**config.mk**
```make
export PLATFORM = sky130hd
export DESIGN_NAME = gcm_turn_cell
export DESIGN_NICKNAME = d
export VERILOG_FILES = /design/src/design/gcm_pkg.sv /design/src/design/gcm_turn_cell.sv
export SDC_FILE = /design/constraint.sdc
export NUM_CORES = 1
export LEC_CHECK = 0
export ABC_AREA = 1
export BUFFER_PORTS_ARGS = -buffer_cell sky130_fd_sc_hd__buf_2
export CORE_AREA = 2 2 241 243
export CTS_CLUSTER_DIAMETER = 120
export CTS_CLUSTER_SIZE = 30
export DETAILED_ROUTE_END_ITERATION = 8
export DIE_AREA = 0 0 243 245
export SLEW_MARGIN = 20
export SYNTH_ARGS = -nofsm -noshare
export SYNTH_HDL_FRONTEND = slang
export SYNTH_SLANG_ARGS = --single-unit
export TNS_END_PERCENT = 5
```
**constraint.sdc**
```tcl
create_clock -name clk -period 1.05 [get_ports clk]
set_clock_uncertainty 0.1 [all_clocks]
set_input_delay 0.105 -clock clk [delete_from_list [all_inputs] [get_ports clk]]
set_output_delay 0.105 -clock clk [all_outputs]
set_load 0.005 [all_outputs]
```
**src/design/gcm_pkg.sv**
```systemverilog
// shared constants, types and arithmetic helpers for the great-circle midpoint block
package gcm_pkg;

    localparam int LAT_W      = 17;
    localparam int LON_W      = 18;
    localparam int MID_LON_W  = 19;
    localparam int ANGLES     = 3;

    localparam int WORK_BITS  = 30;
    localparam int CW         = 35;
    localparam int MW         = 34;
    localparam int TABLE_LEN  = 28;

    localparam int DEFAULT_ANGLE_FRACTION_BITS = 15;
    localparam int DEFAULT_ROTATION_STAGES     = 16;

    localparam longint Q_ONE      = 64'sd1073741824;
    localparam longint Q_PI       = 64'sd3373259426;
    localparam longint Q_HALF_PI  = 64'sd1686629713;
    localparam longint Q_INV_GAIN = 64'sd652032874;

    localparam logic signed [CW-1:0] PI_W      = CW'(Q_PI);
    localparam logic signed [CW-1:0] HALF_PI_W = CW'(Q_HALF_PI);
    localparam logic signed [MW-1:0] INV_GAIN  = MW'(Q_INV_GAIN);

    localparam longint ARC_TABLE [TABLE_LEN] = '{
        843314857, 497837829, 263043837, 133525159, 67021687, 33543516,
        16775851, 8388437, 4194283, 2097149, 1048576, 524288, 262144,
        131072, 65536, 32768, 16384, 8192, 4096, 2048, 1024, 512, 256,
        128, 64, 32, 16, 8
    };

    typedef struct packed {
        logic signed [CW-1:0] x;
        logic signed [CW-1:0] y;
        logic signed [CW-1:0] z;
    } cordic_t;

    // q30 product, rounded half up with floor shift
    function automatic logic signed [MW-1:0] qmul(input logic signed [MW-1:0] a,
                                                  input logic signed [MW-1:0] b);
        logic signed [2*MW-1:0] p;
        p = a * b;
        p = p + ((2*MW)'(1) <<< (WORK_BITS - 1));
        return MW'(p >>> WORK_BITS);
    endfunction

    // turn the vector by pi when the abscissa is negative
    function automatic cordic_t vec_prep(input logic signed [CW-1:0] y_in,
                                         input logic signed [CW-1:0] x_in);
        cordic_t r;
        if (x_in[CW-1])
        begin
            r.x = -x_in;
            r.y = -y_in;
            r.z = y_in[CW-1] ? -PI_W : PI_W;
        end
        else
        begin
            r.x = x_in;
            r.y = y_in;
            r.z = '0;
        end
        return r;
    endfunction

endpackage

```
**src/design/gcm_turn_cell.sv**
```systemverilog
// one step of whole-turn angle reduction, three angles side by side
module gcm_turn_cell
    import gcm_pkg::*;
#(
    parameter int RW     = 40,
    parameter int STEP   = 0,
    parameter int SIDE_W = 18
)(
    input  logic                        clk,
    input  logic                        rst_n,
    input  logic                        en,
    input  logic                        in_valid,
    input  logic [ANGLES-1:0][RW-1:0]   in_theta,
    input  logic [SIDE_W-1:0]           in_side,
    output logic                        out_valid,
    output logic [ANGLES-1:0][RW-1:0]   out_theta,
    output logic [SIDE_W-1:0]           out_side
);

    // angles above pi*(2^(k+1)-1) lose 2^k whole turns, those at or below its negative gain them
    localparam longint BOUND_L = Q_PI * ((longint'(2) << STEP) - 1);
    localparam longint TURN_L  = (2 * Q_PI) << STEP;
    localparam logic signed [RW-1:0] BOUND = RW'(BOUND_L);
    localparam logic signed [RW-1:0] TURN  = RW'(TURN_L);

    logic                       valid_reg;
    logic                       valid_next;
    logic [ANGLES-1:0][RW-1:0]  theta_reg;
    logic [ANGLES-1:0][RW-1:0]  theta_next;
    logic [SIDE_W-1:0]          side_reg;

    always_comb
    begin
        valid_next = en ? in_valid : valid_reg;
        for (int l = 0; l < ANGLES; l++)
        begin
            if ($signed(in_theta[l]) > BOUND)
                theta_next[l] = $signed(in_theta[l]) - TURN;
            else if ($signed(in_theta[l]) <= -BOUND)
                theta_next[l] = $signed(in_theta[l]) + TURN;
            else
                theta_next[l] = in_theta[l];
        end
    end

    always_ff @(posedge clk or negedge rst_n)
    begin
        if (!rst_n)
            valid_reg <= 1'b0;
        else
            valid_reg <= valid_next;
    end

    always_ff @(posedge clk)
    begin
        if (en)
        begin
            theta_reg <= theta_next;
            side_reg  <= in_side;
        end
    end

    assign out_valid = valid_reg;
    assign out_theta = theta_reg;
    assign out_side  = side_reg;

endmodule

```
==> flow_summary.ini <==
[global_routing]
grt_max_degree = 38
overflow = 0
antenna_found_initial = 4
grt_use_total_pct = 29.33
grt_pass1_wl_um = 133600
grt_pass1_vias = 23360

[placed_design]
dp_hpwl_um = 71310
gp_congestion = 1.049
port_buffers = 280
pre_cts_ws_ns = -1.322

[clocking]
tritoncts = done
cts-root-buf = clkbuf_16
clk_pin_slew_worst_paths_ns = 0.07
clockBufferDepth = 2
cts_sinks = 139
cts_buffers = 17
h-tree-depth = 4
clk-insertion-delay-late_ns = 0.50

[run_status]
status = complete, but fails checks
violations = hold timing, setup timing

[worst_setup_path]
path_max_fanout = 9
slowest_delay_ns = 0.22
crit_path_start_kind = input pin
cp.arrival_ns = 1.70
path_cells = buf_2 > buf_6 > nand2_2 > nor2_1 > nand4_1 > nor2_1 > buf_4 > nand3_2 > nand3_4 > clkbuf_16 > nand3_2 > nand3_1 > nand2_1
worst-setup-path-type = input pin to register
endpoint_kind = register
crit_required_ns = 1.19
critPathSlowestCell = clkbuf_16

[sta]
holdWs_ns = -0.1532
slew_violations = 0
setup_ws_ns = -0.5092
fmax_ghz = 0.6414
finalSetupViolCount = 279
maxSlewHeadroom_pct = 69.82
rsz0062_at_grt = yes
finalHoldViolations = 5
tightestPinTransition_ns = 0.4480
min_period_ns = 1.559
post-route-period-util_pct = 148.5

[hold_path]
hp-class = input pin to register

[routing]
antenna_left = 0
vias = 25160
firstDrtPassIters = 7
drc = 0
vias_per_cell = 5.091
post_drt_wl_per_cell_um = 18.88
drt_iter0_drc = 2335
routed_wl_um = 93330

[floorplanning]
num_rows = 88
die-width_um = 243
core_um2 = 57030
dieArea_um2 = 59540
io-pin-count = 281
start_util_pct = 29.69
die_h_um = 245

[power]
power.density_nw_per_um2 = 749.3
ir_worst_vdd_uv = 1337
p_leak_nw = 15.25

[yosys]
seq_area_frac_synth_pct = 24.62
syn_avg_cell_area_um2 = 5.659
synthDistinctLibCells = 52
ys_ff_latch = 139
synthCells = 2993
synth_warnings = 0
synth_nets = 3144
synth_area_um2 = 16940

[cells_and_area]
syn_to_final_growth_pct = 80.36
nFillCells = 5599
drive_gt1_share_pct = 43.08
diodes = 0
nNetsFinal = 4316

[job]
maxCapViolCount = 0
==> synth_stat cells, drive strengths merged <==
library cell | count | share of area (%)
edfxtp | 138 | 24
dfrtp | 1 | 0.15
buf | 107 | 3.8
o211ai | 5 | 0.22
nand4 | 73 | 2.8
a211oi | 5 | 0.22
mux2 | 1 | 0.066
xnor2 | 2 | 0.10
o22ai | 1 | 0.037
a21oi | 101 | 3.0
xor2 | 75 | 3.9
nand2 | 1224 | 27
a22oi | 1 | 0.044
nor4 | 9 | 0.46
clkbuf | 8 | 0.19
a21boi | 4 | 0.18
inv | 334 | 7.4
nor3b | 4 | 0.18
or2 | 3 | 0.11
nand3 | 318 | 9.7
nor2 | 349 | 7.8
a31oi | 11 | 0.41
ha | 9 | 0.66
o21a | 7 | 0.31
o21ai | 90 | 2.7
nor3 | 80 | 2.5
and3 | 3 | 0.11
and2 | 5 | 0.18
nand3b | 5 | 0.22
clkinv | 5 | 0.12
o21bai | 15 | 0.66
==> worst paths after layout <==
check                                      start                      end  slack, ns  cells after the start
min in group asynchronous                  rst_n    out_valid$_DFFE_PN0P_       0.34                      3
max in group asynchronous                  rst_n    out_valid$_DFFE_PN0P_       0.40                      3
min reg2reg                out_valid$_DFFE_PN0P_    out_valid$_DFFE_PN0P_       0.42                      1
min                                 in_theta[90]  out_theta[90]$_DFFE_PP_      -0.15                      3
max reg2reg                out_valid$_DFFE_PN0P_    out_valid$_DFFE_PN0P_       0.20                      1
max                                 in_theta[71]  out_theta[49]$_DFFE_PP_      -0.51                     13
==> per-stage QoR <==
step           TNS (ns)  power, W  cells  util (%)  cell area (µm²)
2_1_floorplan    -76.82   0.01051   2993         -            17180
3_3_place_gp    -123.73   0.01509   4770     44.54            25400
3_5_place_dp    -122.33   0.01509   4770     44.54            25400
4_1_cts          -68.08   0.02201   4897     49.50            28230
5_1_grt          -85.04   0.02394   4943     53.56            30550
6_report         -71.98   0.02289   4943     53.56            30550
==> per-layer routing <==
| layer | GRT usage [%] | vias up | part of all wire [%] |
|---|---|---|---|
| li1 | - | 12000 | - |
| met5 | 0 | - | 0.036 |
| met1 | 36.88 | 11570 | 40 |
| met2 | 48.49 | 1280 | 46 |
| met3 | 5.314 | 310 | 8.6 |
| met4 | 14.15 | 6 | 5.4 |
==> cells in the final DEF, fill, tap and decap left out, drive strengths merged, types with 5 or more instances in the layout <==
cell | Yosys | final
nand2 | 1224 | 1224
buf | 107 | 1173
nor2 | 349 | 349
inv | 334 | 337
nand3 | 318 | 318
edfxtp | 138 | 138
a21oi | 101 | 101
o21ai | 90 | 90
nor3 | 80 | 80
xor2 | 75 | 75
dlygate4sd3 | 0 | 74
nand4 | 73 | 73
clkbuf | 8 | 39
o21bai | 15 | 15
clkinv | 5 | 12
a31oi | 11 | 11
ha | 9 | 9
nor4 | 9 | 9
o21a | 7 | 7
o211ai | 5 | 5
nand3b | 5 | 5
and2 | 5 | 5
a211oi | 5 | 5
==> sequential cells by signal, summed over array words and instances, names as in the netlist <==
name and cells:
out_theta 120, out_valid 1, out_side 18
==> kinds of logic (layout without fill, tap and decap cells) <==
| group | Yosys count | in the layout | synth area share, % |
|---|---|---|---|
| flops | 139 | 139 | 24.62 |
| xor+xnor | 77 | 77 | 3.982 |
| compound gates | 240 | 240 | 7.750 |
| mux | 1 | 1 | 0.06648 |
| buf+inv | 454 | 1639 | 11.53 |
| fa+ha+maj | 9 | 9 | 0.6649 |
| simple gates | 2073 | 2073 | 51.39 |
==> repair_timing <==
action	4_1_cts	5_1_grt
resized for setup	409	511
endpoints found under the setup margin	253	281
buffers inserted	19	28
endpoints found under the hold margin	76	7
pin swaps	60	99
gates cloned	4	16
hold buffers	72	2
==> layout make-up <==
class	count	area, µm²	area share, %
multi-input combinational	2400	13070	42.78
timing repair buffer	1268	10380	33.99
sequential	139	4169	13.65
inverter	339	1425	4.666
tap	765	957.2	3.134
clock buffer	18	429.2	1.405
clock inverter	14	115.1	0.3768
==> worst max-delay path, delay by kind of cell <==
kind / cells / cell delay, ns
buffers and inverters: 4 / 0.64
AND/OR/NAND/NOR: 9 / 0.95
==> power by group <==
group | internal, W | total, W | switching (W)
sequential | 0.00679 | 0.00699 | 0.000203
combinational | 0.00452 | 0.00988 | 0.00536
clock | 0.00305 | 0.00602 | 0.00296
No activity file was read; power rests on OpenSTA's default activity.
