## config.mk

```make
export PLATFORM = sky130hd
export DESIGN_NAME = gcm_cordic_cell
export DESIGN_NICKNAME = d
export VERILOG_FILES = /design/src/design/gcm_pkg.sv /design/src/design/gcm_cordic_cell.sv
export SDC_FILE = /design/constraint.sdc
export NUM_CORES = 1
export LEC_CHECK = 0
export ABC_AREA = 1
export BUFFER_PORTS_ARGS = -buffer_cell sky130_fd_sc_hd__buf_4
export CORE_MARGIN = 3
export CORE_UTILIZATION = 35
export DETAILED_ROUTE_END_ITERATION = 8
export GPL_ROUTABILITY_DRIVEN = 0
export HOLD_SLACK_MARGIN = 0.1
export PLACE_DENSITY_LB_ADDON = 0.15
export SLEW_MARGIN = 20
export SYNTH_ARGS = -nofsm -noshare
export SYNTH_HDL_FRONTEND = slang
export SYNTH_SLANG_ARGS = --single-unit
```

## constraint.sdc

```tcl
create_clock -name clk -period 1.93 [get_ports clk]
set_clock_uncertainty 0.15 [all_clocks]
set_input_delay 0.0965 -clock clk [delete_from_list [all_inputs] [get_ports clk]]
set_output_delay 0.0965 -clock clk [all_outputs]
set_load 0.005 [all_outputs]
```

## src/design/gcm_pkg.sv

```systemverilog
// shared constants, types and arithmetic helpers for the great-circle midpoint block
package gcm_pkg;

    localparam int LAT_W      = 17;
    localparam int LON_W      = 18;
    localparam int MID_LON_W  = 19;
    localparam int ANGLES     = 3;

    localparam int WORK_BITS  = 30;
    localparam int CW         = 35;
    localparam int MW         = 34;
    localparam int TABLE_LEN  = 28;

    localparam int DEFAULT_ANGLE_FRACTION_BITS = 15;
    localparam int DEFAULT_ROTATION_STAGES     = 16;

    localparam longint Q_ONE      = 64'sd1073741824;
    localparam longint Q_PI       = 64'sd3373259426;
    localparam longint Q_HALF_PI  = 64'sd1686629713;
    localparam longint Q_INV_GAIN = 64'sd652032874;

    localparam logic signed [CW-1:0] PI_W      = CW'(Q_PI);
    localparam logic signed [CW-1:0] HALF_PI_W = CW'(Q_HALF_PI);
    localparam logic signed [MW-1:0] INV_GAIN  = MW'(Q_INV_GAIN);

    localparam longint ARC_TABLE [TABLE_LEN] = '{
        843314857, 497837829, 263043837, 133525159, 67021687, 33543516,
        16775851, 8388437, 4194283, 2097149, 1048576, 524288, 262144,
        131072, 65536, 32768, 16384, 8192, 4096, 2048, 1024, 512, 256,
        128, 64, 32, 16, 8
    };

    typedef struct packed {
        logic signed [CW-1:0] x;
        logic signed [CW-1:0] y;
        logic signed [CW-1:0] z;
    } cordic_t;

    // q30 product, rounded half up with floor shift
    function automatic logic signed [MW-1:0] qmul(input logic signed [MW-1:0] a,
                                                  input logic signed [MW-1:0] b);
        logic signed [2*MW-1:0] p;
        p = a * b;
        p = p + ((2*MW)'(1) <<< (WORK_BITS - 1));
        return MW'(p >>> WORK_BITS);
    endfunction

    // turn the vector by pi when the abscissa is negative
    function automatic cordic_t vec_prep(input logic signed [CW-1:0] y_in,
                                         input logic signed [CW-1:0] x_in);
        cordic_t r;
        if (x_in[CW-1])
        begin
            r.x = -x_in;
            r.y = -y_in;
            r.z = y_in[CW-1] ? -PI_W : PI_W;
        end
        else
        begin
            r.x = x_in;
            r.y = y_in;
            r.z = '0;
        end
        return r;
    endfunction

endpackage

```

## src/design/gcm_cordic_cell.sv

```systemverilog
// one shift-add cordic step, rotation or vectoring, over LANES parallel lanes
module gcm_cordic_cell
    import gcm_pkg::*;
#(
    parameter int STAGE     = 0,
    parameter int LANES     = 1,
    parameter bit VECTORING = 1'b0,
    parameter int SIDE_W    = 1
)(
    input  logic                    clk,
    input  logic                    rst_n,
    input  logic                    en,
    input  logic                    in_valid,
    input  cordic_t [LANES-1:0]     in_data,
    input  logic [SIDE_W-1:0]       in_side,
    output logic                    out_valid,
    output cordic_t [LANES-1:0]     out_data,
    output logic [SIDE_W-1:0]       out_side
);

    localparam logic signed [CW-1:0] ARC = CW'(ARC_TABLE[STAGE]);

    logic                   valid_reg;
    logic                   valid_next;
    cordic_t [LANES-1:0]    data_reg;
    cordic_t [LANES-1:0]    data_next;
    logic [SIDE_W-1:0]      side_reg;
    logic [LANES-1:0]       turn_pos;

    always_comb
    begin
        valid_next = en ? in_valid : valid_reg;
        for (int l = 0; l < LANES; l++)
        begin
            // rotation follows z, vectoring drives y towards zero
            turn_pos[l] = VECTORING ? in_data[l].y[CW-1] : ~in_data[l].z[CW-1];
            if (turn_pos[l])
            begin
                data_next[l].x = in_data[l].x - (in_data[l].y >>> STAGE);
                data_next[l].y = in_data[l].y + (in_data[l].x >>> STAGE);
                data_next[l].z = in_data[l].z - ARC;
            end
            else
            begin
                data_next[l].x = in_data[l].x + (in_data[l].y >>> STAGE);
                data_next[l].y = in_data[l].y - (in_data[l].x >>> STAGE);
                data_next[l].z = in_data[l].z + ARC;
            end
        end
    end

    always_ff @(posedge clk or negedge rst_n)
    begin
        if (!rst_n)
            valid_reg <= 1'b0;
        else
            valid_reg <= valid_next;
    end

    always_ff @(posedge clk)
    begin
        if (en)
        begin
            data_reg <= data_next;
            side_reg <= in_side;
        end
    end

    assign out_valid = valid_reg;
    assign out_data  = data_reg;
    assign out_side  = side_reg;

endmodule

```

==> flow_summary_export.csv <==
group,metric,value,unit
outcome,status,"complete, no violations",
worst_setup_path,crit_type,"primary input to register",
sta,fmax,0.538,GHz
routing,drc_errors,0,
layout,fin_nets,2772,
routing,firstDrtPassIters,8,
hold_path,hold_start,"in_data[2]",
global_route,overflow,0,
routing,first_iter_violations,1085,
routing,viasPerCell,5.07,
worst_setup_path,cp.arrival,1.86,ns
layout,n_antenna_cell,0,
sta,hold_ws,0.118,ns
worst_setup_path,critPathCaptureType,"register",
placed_design,postPlaceCellArea,17800,sq um
synth,ys_seq_area_share,25.0,%
die,design.core.area,35700,sq um
placed_design,dp_hpwl,41600,um
synth,ys.flop_type,"edfxtp_1",
worst_setup_path,crit_chain,"buf_4, inv_1, ha_4, buf_6, inv_1, a21oi_2, buf_4, nor2_1, nor2_1, nand2_2, nand2_1, nand2_2, nand3_2, nand2_1, nand2_1, nand3_1, nand2_1",
pwr,powerDensity,558,nW/um^2
pwr,power.leakage,0.00950,uW
die,die_h,197,um
synth,ys_types,49,
cts,cts_buffers,9,
sta,setup_violations,0,
pwr,pwr-share-comb,51.9,%
worst_setup_path,path_buf_inv,5,
pwr,p_clk_share,19.0,%
die,start_util,35.6,%
global_route,antenna_found_initial,0,
pwr,vdd_drop_max,0.000465,V
synth,ys_async_sr_fraction,0.943,%
synth,synthTopCellsByArea,"edfxtp_1, nand2_1, ha_1, inv_1, a21oi_1",
layout,areaGrowthSynthToFinish,49.7,%
synth,syn-instance-count,1918,
pwr,seqPwrFrac,29.2,%
cts,htreeDepth,3,
worst_setup_path,critPathMaxFanout,6,
die,num_io_pins,217,
routing,drt_wl_total,50400,um
worst_setup_path,r2r-end,"out_valid",
cts,cts_tree,"built",
sta,slew_headroom,41.9,%
hold_path,hp-class,"primary input to register",
hold_path,holdPathEnd,"out_data[2]",
sta,rsz0062_at_grt,"true",
job,maxCapViolations,0,
worst_setup_path,r2r_cells,2,
worst_setup_path,cp_slowest_cell,"ha_4",
synth,ys_ff_latch,106,
synth,synth_top_area_share,24.8,%
placed_design,portBuffers,216,
hold_path,worstHoldPathCells,4,
worst_setup_path,cp.required,1.93,ns
layout,drive_above_1_share,34.3,%
worst_setup_path,cpMostUsedCell,"nand2_1",
die,die_area,38700,sq um
cts,clk_pin_slew,0.09,ns
synth,ys_warn_count,0,
synth,syn_nets,2167,
layout,postLayoutCellArea,19100,sq um
sta,report.final.hold_viol_count,0,
pwr,switching_share,39.0,%
worst_setup_path,cpPeakStageDelay,0.24,ns
sta,tightest_slew,0.872,ns
cts,root_buffer,"clkbuf_16",
die,fp.dieW,197,um
worst_setup_path,r2r_slack,0.48,ns
global_route,grt_pass1_wl,77100,um
routing,num_vias,15100,
sta,drv_slew,0,
sta,finalCritPeriodShare,96.4,%
pwr,power.internal,6490,uW
synth,synth_edf_count,105,
pwr,power_switching,4150,uW
synth,yosysTopAreaCell,"edfxtp_1",
cts,cts_buffer_depth,2,
synth,syn_avg_cell_area,6.64,sq um
die,rows,69,
synth,netlist_area,12700,sq um
global_route,grt_pass1_vias,15100,
worst_setup_path,r2r-start,"out_valid",
global_route,grt_max_degree,73,
worst_setup_path,cp-start-kind,"primary input",
routing,avgRoutedWirePerCell,16.9,um
sta,min_period,1.86,ns
cts,clock-sinks,106,
routing,drtAntennaViolNets,0,
cts,clock_latency,0.38,ns
worst_setup_path,cpLargestDelayFamily,"simple AND/OR/NAND/NOR gates",
global_route,grtUsageTotal,25.2,%
-- routing by layer --
layer	GRT usage, %	up-vias	wire (um)
met4	9.58	0	1610
li1	-	7507	-
met3	3.01	89	2960
met5	0	-	0
met2	43.4	500	24000
met1	32.5	7046	21900
-- cells by family (layout without fill, tap and decap cells) --
kind of cell / after synthesis / in the layout / share of synthesized area (%)
compound gates: 359 / 359 / 15.4
xor+xnor: 53 / 53 / 3.65
fa+ha+maj: 139 / 139 / 13.9
buf+inv: 312 / 922 / 10.3
flops: 106 / 106 / 25.0
mux: 2 / 2 / 0.167
simple gates: 947 / 947 / 31.6
-- what timing repair did --
item | in CTS | in global routing
hold buffers | 12 | 0
endpoints found under the setup margin | 34 | 73
resized for setup | 35 | 174
buffers inserted | 0 | 4
pin swaps | 2 | 20
endpoints found under the hold margin | 20 | 0
-- cell type report --
| cell class | count | area [sq um] |
|---|---|---|
| multi-input cells | 1500 | 9130 |
| clock inverters | 7 | 76.3 |
| clock buffers | 9 | 225 |
| inverters | 266 | 1010 |
| flip-flops and latches | 106 | 3180 |
| well taps | 461 | 577 |
| repair buffers | 640 | 4870 |
| fillers | 3507 | 16700 |
-- through the flow --
| stage | TNS (ns) | total power [uW] | util, % | worst slack, ns | cells |
|---|---|---|---|---|---|
| 2_1_floorplan | -0.371 | 5550 | - | -0.105 | 1918 |
| 3_3_place_gp | -30.06 | 8180 | 49.8 | -0.662 | 2957 |
| 3_5_place_dp | -31.40 | 8240 | 49.8 | -0.615 | 2957 |
| 4_1_cts | -0.0179 | 10400 | 51.2 | -0.0179 | 2985 |
| 5_1_grt | -0.110 | 11300 | 53.3 | -0.0268 | 2989 |
| 6_report | 0 | 10600 | 53.3 | 0.0700 | 2989 |
-- sequential cells by signal, summed over array words and instances (netlist names) --
register and count:
out_data 104, out_valid 1, out_side 1
-- power groups by stage --
stage	Combinational, uW	Clock [uW]	Sequential (uW)
6_report	5520	2020	3100
5_1_grt	6040	2160	3130
4_1_cts	5170	2080	3110
3_5_place_dp	5080	0	3160
3_3_place_gp	5030	0	3150
2_1_floorplan	2390	0	3170
-- synth_stat cells (4+ instances only) --
cell and n:
nand2_1 523, inv_1 255, a21oi_1 177, nor2_1 169
nand3_1 167, ha_1 135, edfxtp_1 105, o21ai_0 105
xor2_1 47, o21bai_1 22, buf_4 21, nor3_1 21
nor2_2 18, nand4_1 15, a21o_1 14, buf_2 12
inv_2 11, o21ai_1 11, nand2_2 10, nor3_2 7
buf_6 6, xnor2_1 6, a21boi_0 5, clkbuf_1 5
o21a_1 5, o22ai_1 5, or2_2 5, fa_1 4
-- worst min-delay path, cell delays in order --
cell and delay, ns:
buf_4 0.09, ha_4 0.15, buf_4 0.11, xor2_1 0.05
-- cells in the final DEF, fill, tap and decap left out, types with 9 or more instances in the layout --
cell / netlist / routed
o21bai_1: 22 / 21
ha_4: 0 / 30
inv_2: 11 / 17
edfxtp_1: 105 / 105
nor2_1: 169 / 146
a21o_1: 14 / 14
clkbuf_16: 0 / 9
inv_1: 255 / 247
nand3_1: 167 / 159
o21ai_0: 105 / 84
xor2_1: 47 / 47
buf_4: 21 / 624
a21oi_1: 177 / 145
nor3_1: 21 / 15
nor2_2: 18 / 35
nand4_1: 15 / 15
nor3_2: 7 / 9
a21oi_2: 1 / 30
nand2_2: 10 / 44
dlygate4sd3_1: 0 / 12
nand2_1: 523 / 488
o21ai_1: 11 / 26
ha_1: 135 / 100
-- how the worst max path moves through the flow --
stage / from / to / slack (ns) / depth (start not counted)
after floorplan: in_data[34] / out_data[18] / -0.11 / 11
after global placement: in_data[49] / out_data[66] / -0.66 / 12
after detailed placement: in_data[49] / out_data[101] / -0.62 / 12
after CTS: in_data[38] / out_data[66] / -0.02 / 16
after global routing: in_data[52] / out_data[66] / -0.03 / 13
final: in_data[40] / out_data[102] / 0.07 / 17
Power figures use the tool's default switching activity.
